[src/rtl/core/cidat_pkg.sv]
`timescale 1ns / 1ps
// Package for the card ID access table: field widths, command codes and status codes.
// It depends on nothing. The interfaces and the top level use it.
package cidat_pkg;

  localparam int CMD_W    = 2;
  localparam int ID_W     = 32;
  localparam int STATUS_W = 4;
  localparam int SLOT_W   = 5;

  typedef logic [CMD_W-1:0]    cmd_t;
  typedef logic [ID_W-1:0]     card_id_t;
  typedef logic [STATUS_W-1:0] status_t;
  typedef logic [SLOT_W-1:0]   slot_t;

  localparam cmd_t CMD_PRESENT = 2'd0;
  localparam cmd_t CMD_ADD     = 2'd1;
  localparam cmd_t CMD_DELETE  = 2'd2;
  localparam cmd_t CMD_CLEAR   = 2'd3;

  localparam status_t ST_ENROLLED = 4'd0;
  localparam status_t ST_MASTER   = 4'd1;
  localparam status_t ST_GRANTED  = 4'd2;
  localparam status_t ST_DENIED   = 4'd3;
  localparam status_t ST_ALREADY  = 4'd4;
  localparam status_t ST_ADDED    = 4'd5;
  localparam status_t ST_FULL     = 4'd6;
  localparam status_t ST_DELETED  = 4'd7;
  localparam status_t ST_NOTFOUND = 4'd8;
  localparam status_t ST_EMPTY    = 4'd9;
  localparam status_t ST_CLEARED  = 4'd10;

endpackage

[src/rtl/core/cidat_if.sv]
`timescale 1ns / 1ps
// Valid/ready channel interfaces for the card ID access table.
// They depend on cidat_pkg for the field types.
interface cidat_in_if;
  logic                valid;
  logic                ready;
  cidat_pkg::cmd_t     cmd;
  cidat_pkg::card_id_t card_id;

  modport source (output valid, output cmd, output card_id, input ready);
  modport sink   (input valid, input cmd, input card_id, output ready);
endinterface

interface cidat_out_if;
  logic               valid;
  logic               ready;
  cidat_pkg::status_t status;
  cidat_pkg::slot_t   slot;

  modport source (output valid, output status, output slot, input ready);
  modport sink   (input valid, input status, input slot, output ready);
endinterface

[src/rtl/core/card_id_access_table_unit.sv]
`timescale 1ns / 1ps
// Top level of the card ID access table: master card, ID table walk and result register.
// It depends on cidat_pkg, the channel interfaces in cidat_if and the RAM cidat_ram.
//
//   Channel   Direction  Handshake            Payload
//   in_ch     sink       valid / ready        cmd (2 bits), card_id (32 bits)
//   out_ch    source     valid / ready        status (4 bits), slot (5 bits)
//
// An item that needs no table walk (enrolment, a master match, an empty table, clear)
// is settled in the check state. One that walks the table steps the single read port of
// the ID RAM through the entries, one per cycle, and the walk stops at a match.
// Reset clears the valid marks at once, so there is no clearing pass; the IDs in the RAM
// need no reset because a slot is only compared while its valid mark is set.
// The block takes one item at a time. A finished result waits in the output register
// while the next item is accepted and worked on; that item stalls only at its end.
module card_id_access_table_unit #(
  parameter int TABLE_ENTRIES = 32
) (
  input  logic        clk,
  input  logic        rst_n,
  cidat_in_if.sink    in_ch,
  cidat_out_if.source out_ch
);

  localparam int IDX_W = (TABLE_ENTRIES > 1) ? $clog2(TABLE_ENTRIES) : 1;
  localparam logic [IDX_W-1:0] LAST_IDX = IDX_W'(TABLE_ENTRIES - 1);

  // Sequencer states.
  localparam logic [1:0] S_IDLE  = 2'd0;  // waiting for an item
  localparam logic [1:0] S_CHECK = 2'd1;  // decisions that need no table walk
  localparam logic [1:0] S_SCAN  = 2'd2;  // walk over the ID RAM
  localparam logic [1:0] S_FIN   = 2'd3;  // hand the result to the output register

  logic [1:0] state_r, state_nxt;

  // The item being worked on.
  cidat_pkg::cmd_t     cmd_r;
  cidat_pkg::card_id_t id_r;

  // Master card and the valid marks of the table.
  cidat_pkg::card_id_t      master_id_r, master_id_nxt;
  logic                     master_valid_r, master_valid_nxt;
  logic [TABLE_ENTRIES-1:0] valid_r, valid_nxt;

  // Walk control: addr_r is the slot being read, chk_idx_r the slot whose data is out.
  logic [IDX_W-1:0] addr_r, addr_nxt;
  logic [IDX_W-1:0] chk_idx_r, chk_idx_nxt;
  logic             chk_r, chk_nxt;
  logic             free_found_r, free_found_nxt;
  logic [IDX_W-1:0] free_idx_r, free_idx_nxt;

  // Result waiting for the finish state, and the output register.
  cidat_pkg::status_t res_status_r, res_status_nxt;
  cidat_pkg::slot_t   res_slot_r, res_slot_nxt;
  logic               out_valid_r, out_valid_nxt;
  cidat_pkg::status_t out_status_r;
  cidat_pkg::slot_t   out_slot_r;

  // RAM ports.
  logic                ram_we;
  logic [IDX_W-1:0]    ram_waddr;
  logic                ram_re;
  cidat_pkg::card_id_t ram_rdata;

  logic             accept;
  logic             load_out;
  logic             tbl_empty;
  logic             master_hit;
  logic             entry_hit;
  logic             scan_end;
  logic             free_any;
  logic [IDX_W-1:0] free_sel;

  cidat_ram #(
    .WIDTH (cidat_pkg::ID_W),
    .DEPTH (TABLE_ENTRIES)
  ) u_id_ram (
    .clk     (clk),
    .wr_en   (ram_we),
    .wr_addr (ram_waddr),
    .wr_data (id_r),
    .rd_en   (ram_re),
    .rd_addr (addr_r),
    .rd_data (ram_rdata)
  );

  assign in_ch.ready   = (state_r == S_IDLE);
  assign accept        = in_ch.valid && in_ch.ready;
  assign out_ch.valid  = out_valid_r;
  assign out_ch.status = out_status_r;
  assign out_ch.slot   = out_slot_r;

  assign load_out   = (state_r == S_FIN) && (!out_valid_r || out_ch.ready);
  assign tbl_empty  = ~|valid_r;
  assign master_hit = master_valid_r && (master_id_r == id_r);
  assign ram_re     = (state_r == S_SCAN);

  // The slot whose data has just come out of the RAM is compared only while it is valid.
  assign entry_hit = chk_r && valid_r[chk_idx_r] && (ram_rdata == id_r);
  assign scan_end  = chk_r && (entry_hit || (chk_idx_r == LAST_IDX));

  // Lowest free slot seen so far, including the one being looked at now.
  assign free_any = free_found_r || !valid_r[chk_idx_r];
  assign free_sel = free_found_r ? free_idx_r : chk_idx_r;

  always_comb begin
    state_nxt        = state_r;
    master_id_nxt    = master_id_r;
    master_valid_nxt = master_valid_r;
    valid_nxt        = valid_r;
    addr_nxt         = addr_r;
    chk_idx_nxt      = chk_idx_r;
    chk_nxt          = chk_r;
    free_found_nxt   = free_found_r;
    free_idx_nxt     = free_idx_r;
    res_status_nxt   = res_status_r;
    res_slot_nxt     = res_slot_r;
    ram_we           = 1'b0;
    ram_waddr        = free_sel;

    unique case (state_r)
      S_IDLE: begin
        if (accept) begin
          state_nxt = S_CHECK;
        end
      end

      S_CHECK: begin
        res_slot_nxt   = '0;
        addr_nxt       = '0;
        chk_nxt        = 1'b0;
        free_found_nxt = 1'b0;
        state_nxt      = S_FIN;
        unique case (cmd_r)
          cidat_pkg::CMD_PRESENT: begin
            if (!master_valid_r) begin
              master_id_nxt    = id_r;
              master_valid_nxt = 1'b1;
              res_status_nxt   = cidat_pkg::ST_ENROLLED;
            end else if (master_hit) begin
              res_status_nxt = cidat_pkg::ST_MASTER;
            end else begin
              state_nxt = S_SCAN;
            end
          end
          cidat_pkg::CMD_ADD: begin
            if (master_hit) begin
              res_status_nxt = cidat_pkg::ST_MASTER;
            end else begin
              state_nxt = S_SCAN;
            end
          end
          cidat_pkg::CMD_DELETE: begin
            // An empty table is reported before the master is looked at.
            if (tbl_empty) begin
              res_status_nxt = cidat_pkg::ST_EMPTY;
            end else if (master_hit) begin
              res_status_nxt = cidat_pkg::ST_MASTER;
            end else begin
              state_nxt = S_SCAN;
            end
          end
          cidat_pkg::CMD_CLEAR: begin
            if (tbl_empty) begin
              res_status_nxt = cidat_pkg::ST_EMPTY;
            end else begin
              valid_nxt      = '0;
              res_status_nxt = cidat_pkg::ST_CLEARED;
            end
          end
        endcase
      end

      S_SCAN: begin
        chk_nxt     = 1'b1;
        chk_idx_nxt = addr_r;
        if (addr_r != LAST_IDX) begin
          addr_nxt = addr_r + IDX_W'(1);
        end
        if (chk_r && !valid_r[chk_idx_r] && !free_found_r) begin
          free_found_nxt = 1'b1;
          free_idx_nxt   = chk_idx_r;
        end
        if (scan_end) begin
          state_nxt    = S_FIN;
          res_slot_nxt = '0;
          unique case (cmd_r)
            cidat_pkg::CMD_PRESENT: begin
              if (entry_hit) begin
                res_status_nxt = cidat_pkg::ST_GRANTED;
                res_slot_nxt   = cidat_pkg::SLOT_W'(chk_idx_r);
              end else begin
                res_status_nxt = cidat_pkg::ST_DENIED;
              end
            end
            cidat_pkg::CMD_ADD: begin
              if (entry_hit) begin
                res_status_nxt = cidat_pkg::ST_ALREADY;
                res_slot_nxt   = cidat_pkg::SLOT_W'(chk_idx_r);
              end else if (free_any) begin
                ram_we              = 1'b1;
                valid_nxt[free_sel] = 1'b1;
                res_status_nxt      = cidat_pkg::ST_ADDED;
                res_slot_nxt        = cidat_pkg::SLOT_W'(free_sel);
              end else begin
                res_status_nxt = cidat_pkg::ST_FULL;
              end
            end
            cidat_pkg::CMD_DELETE: begin
              if (entry_hit) begin
                valid_nxt[chk_idx_r] = 1'b0;
                res_status_nxt       = cidat_pkg::ST_DELETED;
                res_slot_nxt         = cidat_pkg::SLOT_W'(chk_idx_r);
              end else begin
                res_status_nxt = cidat_pkg::ST_NOTFOUND;
              end
            end
            cidat_pkg::CMD_CLEAR: begin
              // Clear is settled in the check state and never walks the table.
              res_status_nxt = cidat_pkg::ST_EMPTY;
            end
          endcase
        end
      end

      S_FIN: begin
        if (load_out) begin
          state_nxt = S_IDLE;
        end
      end
    endcase
  end

  always_comb begin
    out_valid_nxt = out_valid_r && !out_ch.ready;
    if (load_out) begin
      out_valid_nxt = 1'b1;
    end
  end

  // Control state.
  always_ff @(posedge clk) begin
    if (!rst_n) begin
      state_r        <= S_IDLE;
      master_valid_r <= 1'b0;
      valid_r        <= '0;
      chk_r          <= 1'b0;
      free_found_r   <= 1'b0;
      out_valid_r    <= 1'b0;
    end else begin
      state_r        <= state_nxt;
      master_valid_r <= master_valid_nxt;
      valid_r        <= valid_nxt;
      chk_r          <= chk_nxt;
      free_found_r   <= free_found_nxt;
      out_valid_r    <= out_valid_nxt;
    end
  end

  // Payload registers.
  always_ff @(posedge clk) begin
    if (accept) begin
      cmd_r <= in_ch.cmd;
      id_r  <= in_ch.card_id;
    end
    master_id_r  <= master_id_nxt;
    addr_r       <= addr_nxt;
    chk_idx_r    <= chk_idx_nxt;
    free_idx_r   <= free_idx_nxt;
    res_status_r <= res_status_nxt;
    res_slot_r   <= res_slot_nxt;
    if (load_out) begin
      out_status_r <= res_status_r;
      out_slot_r   <= res_slot_r;
    end
  end

`ifndef SYNTHESIS
  // Once a master is enrolled it stays for good.
  a_master_kept: assert property (@(posedge clk) disable iff (!rst_n)
    master_valid_r |=> master_valid_r)
    else $error("master card lost after enrolment");

  // Enrolment stores the presented ID as master.
  a_enrol: assert property (@(posedge clk) disable iff (!rst_n)
    (state_r == S_CHECK) && (cmd_r == cidat_pkg::CMD_PRESENT) && !master_valid_r
    |=> master_valid_r && (master_id_r == $past(id_r)))
    else $error("enrolment did not store the master ID");

  // A clear of a non-empty table leaves no valid slot.
  a_clear: assert property (@(posedge clk) disable iff (!rst_n)
    (state_r == S_CHECK) && (cmd_r == cidat_pkg::CMD_CLEAR) && !tbl_empty
    |=> (valid_r == '0))
    else $error("clear left a valid slot");

  // A slot is only reported with a status that names one.
  a_slot_zero: assert property (@(posedge clk) disable iff (!rst_n)
    out_valid_r && (out_status_r != cidat_pkg::ST_GRANTED)
    && (out_status_r != cidat_pkg::ST_ALREADY) && (out_status_r != cidat_pkg::ST_ADDED)
    && (out_status_r != cidat_pkg::ST_DELETED) |-> (out_slot_r == '0))
    else $error("slot reported with a status that has none");

  // An added slot is valid once the result is presented.
  a_added_valid: assert property (@(posedge clk) disable iff (!rst_n)
    load_out && (res_status_r == cidat_pkg::ST_ADDED)
    |-> valid_r[IDX_W'(res_slot_r)])
    else $error("added slot is not marked valid");
`endif

endmodule

[src/rtl/core/cidat_ram.sv]
`timescale 1ns / 1ps
// Generic simple dual-port RAM with one write port and one registered read port.
// It depends on nothing.
module cidat_ram #(
  parameter int WIDTH = 32,
  parameter int DEPTH = 32
) (
  input  logic                                    clk,
  input  logic                                    wr_en,
  input  logic [((DEPTH > 1) ? $clog2(DEPTH) : 1)-1:0] wr_addr,
  input  logic [WIDTH-1:0]                        wr_data,
  input  logic                                    rd_en,
  input  logic [((DEPTH > 1) ? $clog2(DEPTH) : 1)-1:0] rd_addr,
  output logic [WIDTH-1:0]                        rd_data
);

  logic [WIDTH-1:0] mem [DEPTH];
  logic [WIDTH-1:0] rd_data_r;

  always_ff @(posedge clk) begin
    if (wr_en) begin
      mem[wr_addr] <= wr_data;
    end
    if (rd_en) begin
      rd_data_r <= mem[rd_addr];
    end
  end

  assign rd_data = rd_data_r;

endmodule

[src/flat_wrapper.sv]
// flat-port wrapper written by rule: the top's interface ports become plain ports
module card_id_access_table_unit_flat 
#(
  parameter int TABLE_ENTRIES = 32
)
  (clk, rst_n, in_ch_valid, in_ch_cmd, in_ch_card_id, in_ch_ready, out_ch_valid, out_ch_status, out_ch_slot, out_ch_ready);
  cidat_in_if in_ch_i ();
  cidat_out_if out_ch_i ();
  input  logic clk;
  input  logic rst_n;
  input wire logic [$bits(in_ch_i.valid)-1:0] in_ch_valid;
  input wire logic [$bits(in_ch_i.cmd)-1:0] in_ch_cmd;
  input wire logic [$bits(in_ch_i.card_id)-1:0] in_ch_card_id;
  output wire logic [$bits(in_ch_i.ready)-1:0] in_ch_ready;
  output wire logic [$bits(out_ch_i.valid)-1:0] out_ch_valid;
  output wire logic [$bits(out_ch_i.status)-1:0] out_ch_status;
  output wire logic [$bits(out_ch_i.slot)-1:0] out_ch_slot;
  input wire logic [$bits(out_ch_i.ready)-1:0] out_ch_ready;
  assign in_ch_i.valid = in_ch_valid;
  assign in_ch_i.cmd = in_ch_cmd;
  assign in_ch_i.card_id = in_ch_card_id;
  assign in_ch_ready = in_ch_i.ready;
  assign out_ch_valid = out_ch_i.valid;
  assign out_ch_status = out_ch_i.status;
  assign out_ch_slot = out_ch_i.slot;
  assign out_ch_i.ready = out_ch_ready;
  card_id_access_table_unit #(.TABLE_ENTRIES(TABLE_ENTRIES)) u_core (.clk(clk), .rst_n(rst_n), .in_ch(in_ch_i), .out_ch(out_ch_i));
endmodule
[config.mk]
export PLATFORM = sky130hd
export DESIGN_NAME = card_id_access_table_unit_flat
export DESIGN_NICKNAME = d
export VERILOG_FILES = /design/src/rtl/core/cidat_pkg.sv /design/src/rtl/core/cidat_if.sv /design/src/rtl/core/card_id_access_table_unit.sv /design/src/rtl/core/cidat_ram.sv /design/src/flat_wrapper.sv
export SDC_FILE = /design/constraint.sdc
export NUM_CORES = 1
export LEC_CHECK = 0
export ABC_AREA = 1
export BUFFER_PORTS_ARGS = -buffer_cell sky130_fd_sc_hd__buf_2
export CORE_ASPECT_RATIO = 0.6
export CORE_UTILIZATION = 30
export CTS_CLUSTER_DIAMETER = 150
export DETAILED_ROUTE_END_ITERATION = 16
export GPL_TIMING_DRIVEN = 0
export PLACE_DENSITY = 0.5
export SYNTH_ARGS = -nofsm -noshare
export SYNTH_HDL_FRONTEND = slang
export SYNTH_SLANG_ARGS = --single-unit
[constraint.sdc]
create_clock -name clk -period 4 [get_ports clk]
set_input_delay 0 -clock clk [delete_from_list [all_inputs] [get_ports clk]]
set_output_delay 0 -clock clk [all_outputs]
set_load 0.01 [all_outputs]
# Yosys cells after proc, flatten, opt, wreduce, memory -nomap -nowiden
# Memories as Yosys holds them, arrays and structs flattened. A register that Yosys moved wholly into a read port is not among the register bits.
# Index checks and enable logic that the tools add are counted.
# W data, S select, Z words.
[op_classes] shift=0 n_mux=54 order_cmp=4 eq_ne=21 multipliers=0 reduce_logical=31 add_sub_neg=1 div_mod_pow=0 n_bitwise=4
[op_table] op="$mux W32" count=6
[op_table] op="$pmux W32 S2" count=2
[op_table] op="$eq A32 B32 Y1" count=2
[op_table] op="$and A32 B32 Y32" count=1
[op_table] op="$not A32 Y32" count=1
[op_table] op="$or A32 B32 Y32" count=1
[op_table] op="$pmux W4 S4" count=2
[op_table] op="$reduce_or A32 Y1" count=1
[op_table] op="$mux W5" count=6
[op_table] op="$pmux W5 S2" count=3
[op_table] op="$mux W4" count=6
[op_table] op="$mux W1" count=14
[op_table] op="$mux W2" count=7
[op_table] op="$lt A5 B6 Y1 const B" count=2
[op_table] op="$ne A3 B3 Y1 const B" count=4
[op_table] op="$logic_and A1 B1 Y1" count=11
[op_table] op="$demux W1 S5" count=2
[op_table] op="$ge A5 B1 Y1 const B" count=2
[op_table] op="$reduce_and A2 Y1" count=5
[op_table] op="$eq A2 B2 Y1 const B" count=4
[op_table] op="$ne A2 B2 Y1 const B" count=4
[op_table] op="$pmux W2 S4" count=1
[op_table] op="$pmux W4 S2" count=1
[op_table] op="$reduce_and A8 Y1" count=1
[op_table] op="other kinds (15)" count=26
[totals] regBits=137 out_inout_bits=11 memories=1 latch_bits=0 rom_bits=0 ram_bits=1024 elab_cells=132
[memory_table] name="u_core.u_id_ram.mem" depth=32 word_bits=32 read_ports=1 rd_clocked_by_memory_dff=1 write_ports=1 line="cidat_ram.sv:17" rtl="logic [WIDTH-1:0] mem [DEPTH];"

# Longest topological paths before layout
[logic_depth] word_depth=11 mapped_depth=20

# By module
# From an unflattened synthesis, not the netlist that was laid out.
[unflattened] cells_unflattened=4541 hier_area_um2=50495.9
[by_module_without_submodules] mod="cidat_ram" seq_area_each_um2=31710.4 area_per_inst_um2=42726.0 cells_per_inst=3536 n_inst=1
[by_module_without_submodules] mod="card_id_access_table_unit" seq_area_each_um2=3733.6 area_per_inst_um2=7770.0 cells_per_inst=1005 n_inst=1

# Least setup slack after synthesis
# OpenSTA, ideal clock, no wires.
[synth_timing] path_kind="register to register" start="register u_core.state_r[0]" end="memory u_core.u_id_ram.mem[10][0], enable pin" slack_ns=-0.086 required_ns=3.579 arrival_ns=3.665 n_path_buf=2 path_stages_with_launch=9 path_cell_list="dfxtp_1 > inv_1 > ha_1 > clkbuf_1 > nand2_1 > inv_1 > nand4_1 > buf_2 > nor2_1"
[synth_between] elab_chain_cells=4
[synth_rtl] item="start, declared" line="card_id_access_table_unit.sv:34" rtl="logic [1:0] state_r, state_nxt;"
[synth_rtl] item="start signal, assigned" line="card_id_access_table_unit.sv:251" rtl="state_r <= state_nxt;"
[synth_rtl] item="$eq A2 B2 Y1" line="card_id_access_table_unit.sv:121" rtl="unique case (state_r)"
[synth_rtl] item="$mux W1" line="card_id_access_table_unit.sv:121"
[synth_rtl] item="$mux W1" line="cidat_ram.sv:21" rtl="if (wr_en) begin"
[synth_rtl] item="$mux W1 (not written as such)" line="cidat_ram.sv:22" rtl="mem[wr_addr] <= wr_data;"
[synth_rtl] item="end, declared" line="cidat_ram.sv:17"
# Every way passes these cells.

==> summary.txt <==
Mapped Area: 48,100 µm²
Final Util: 37.0%
post-layout min period: 4230 ps
FF+latch count, synth: 1,193
Max Freq: 237 MHz
drt drc: 0
Initial DRC Count: 6,072
clk_skew: 41.1 ps
Final WS setup: -227 ps
Detail Route Antenna Nets: 0
via count: 35,300
Worst R2R Setup Slack: -230 ps
worst slew pin tran: 1320 ps
clk slew on worst S/H paths: 70 ps
Inst Count DP: 6,046
GPL Wtd Cong: 0.926
Syn Nets: 3,827
die height: 312 µm
Unique masters post-synth: 37
Setup Viol. Count Final: 11
total of max-cap violations: 0
Initial Util: 30.3%
Port Buffers: 47
failing checks: setup timing
CP Capture Type: flop
Area contributors post-synth: edfxtp_1 (72%), o21ai_0 (6.0%), nor2_1 (5.6%)
commonest non-fill, non-tap cells in the layout: edfxtp_1 (1,155), nor2_1 (690), o21ai_0 (576)
register area share after synthesis: 73.7%
Max rail drop VDD: 0.000541 V
Fill cells: 15,300
status: finished with violations
std cell rows: 113
Final Cycle Share: 106%
DR pass1 iterations: 6
Register Area: 35,400 µm²
syn_area_per_cell: 12.7 µm²
CP required: 4420 ps
Final Max Tran Viols: 0
cts bufs inserted: 107
P&R area growth vs syn: 22.1%
die area: 162,000 µm²
DR WL/cell: 29.9 µm
H-tree Lvls: 3
Via density: 5.53
layout cell share with drive strength beyond 1: 11.5%
Yosys top cell area share: 72.1%
number of I/O pins: 49
via count of the first global-routing pass: 31,800
Place WS: -937 ps
most common cell after layout, fill and taps aside: edfxtp_1
Rel. slew slack: 12.2%
Arr. time, crit path: 4640 ps
CP startpoint kind: flop
RSZ-0062 raised after global routing: yes
final hold violations: 0
number of nets in the layout: 4,212
cells after synthesis: 3,777
first-pass GRT wire length: 260,000 µm
post-DP HPWL: 134,000 µm
maximum fanout along the worst path: 10
top cell type by total area after synthesis: edfxtp_1
die span in x: 519 µm
CTS root buf: clkbuf_16
GRT Util Overall: 23.0%
HP Class: primary input to flop
GRT overflow: 0
antenna violations before repair: 13
fin cells: 6,381
Leak: 0.0189 µW
largest net degree at the start of global routing: 35
Sink Count: 1,193
Synth Warn #: 0
CTS tree: built
clk_lat worst skew: 760 ps
multi-input logic area: 11,400 µm²
CTS max path bufs: 3
Cell Pwr Density: 734 nW/µm²
kind of critical path: flop to flop
final WL: 191,000 µm
core area: 159,000 µm²
logic make-up (layout without fill, tap and decap cells):
logic type	Yosys count	after routing	synth area share (%)
fa+ha+maj	12	12	0.312
simple gates	1203	1203	10.2
flops	1193	1193	73.7
compound gates	957	957	12.0
xor+xnor	34	34	0.619
other cells	0	1	0
buf+inv	378	854	3.14
final cells by class:
type / instances / share of cell area, %
flip-flops and latches: 1193 / 60.4
multi-input cells: 2206 / 19.5
repair buffers: 276 / 7.02
clock buffers: 129 / 4.83
well taps: 2127 / 4.53
plain buffers: 254 / 1.89
clock inverters: 71 / 1.11
inverters: 124 / 0.793
diodes: 1 / 0.00426
routing by layer:
layer  vias to the layer above  share of wire [%]  GRT usage [%]
li1                      14800                  -              -
met1                     17900                 45           36.5
met2                      2314                 37           28.5
met3                       196                 16           9.07
met4                        10                1.8           4.38
met5                         -              0.038              0
synth_stat cells:
master,number
inv_2,13
nor2_4,3
xor2_1,3
nor2_1,723
ha_1,12
o21ai_0,581
a21oi_1,19
nor3_1,3
nand4_1,12
nand2_2,4
nor2_2,2
inv_1,111
buf_1,17
buf_4,1
o221ai_1,202
dfxtp_1,38
xnor2_1,31
o311ai_0,4
a32oi_1,28
or2_2,5
buf_2,10
nand3_1,180
nand3b_2,1
clkbuf_1,216
nand2_1,253
o21ai_1,33
nor3_2,5
a31oi_1,34
a21oi_4,1
nand2_4,4
edfxtp_1,1155
nor3b_1,1
o22ai_1,55
nor4_1,1
or2_1,5
nand3b_1,1
buf_6,10
critical path: stages (launching register included):
cell and delay, ps:
edfxtp_1 340, buf_1 870, clkbuf_2 640, clkdlybuf4s15_1 840, o221ai_1 430, nand3_1 480, a32oi_1 250
path summary, 6_finish.rpt:
kind	from	endpoint	cells after the start
setup / recovery	u_core.addr_r[2]	u_core.u_id_ram.rd_data[5]	6
hold / removal	rst_n	u_core.valid_r[31]	4
setup reg to reg	u_core.addr_r[2]	u_core.u_id_ram.rd_data[5]	6
hold reg to reg	u_core.res_slot_r[4]	u_core.out_ch.slot[4]	0
repair_timing:
action,in CTS,in global routing
hold endpoints to repair,68,0
hold buffers,72,0
endpoints found under the setup margin,1061,120
setup buffers,55,7
gates resized for setup,28,37
pin swaps,23,3
registers in the layout, indices dropped and copies added, names as in the netlist:
name                     cells
u_core.out_ch.valid          1
u_core.free_found_r          1
u_core.state_r               2
u_core.u_id_ram.mem       1024
u_core.id_r                 32
u_core.valid_r              32
u_core.chk_r                 1
u_core.out_ch.status         4
u_core.master_valid_r        1
u_core.master_id_r          32
u_core.free_idx_r            5
u_core.res_status_r          4
u_core.u_id_ram.rd_data     32
u_core.out_ch.slot           5
u_core.res_slot_r            5
u_core.chk_idx_r             5
u_core.addr_r                5
u_core.cmd_r                 2
power by group:
part,internal [µW],switching [µW]
clock network,5670,5010
logic,4120,12800
registers,15000,513
metrics by stage:
step	hold WS [ps]	instance area, µm²	TNS, ps	power [µW]
after floorplan	98.9	48100	-82180	23300
after global placement	177	51000	-4276240	30800
after detailed placement	178	53600	-665210	31600
after CTS	203	58600	0	42300
after global routing	267	58700	-323	44300
final	244	58700	-812	43100
Note: power is estimated with default switching activity, not from simulation.
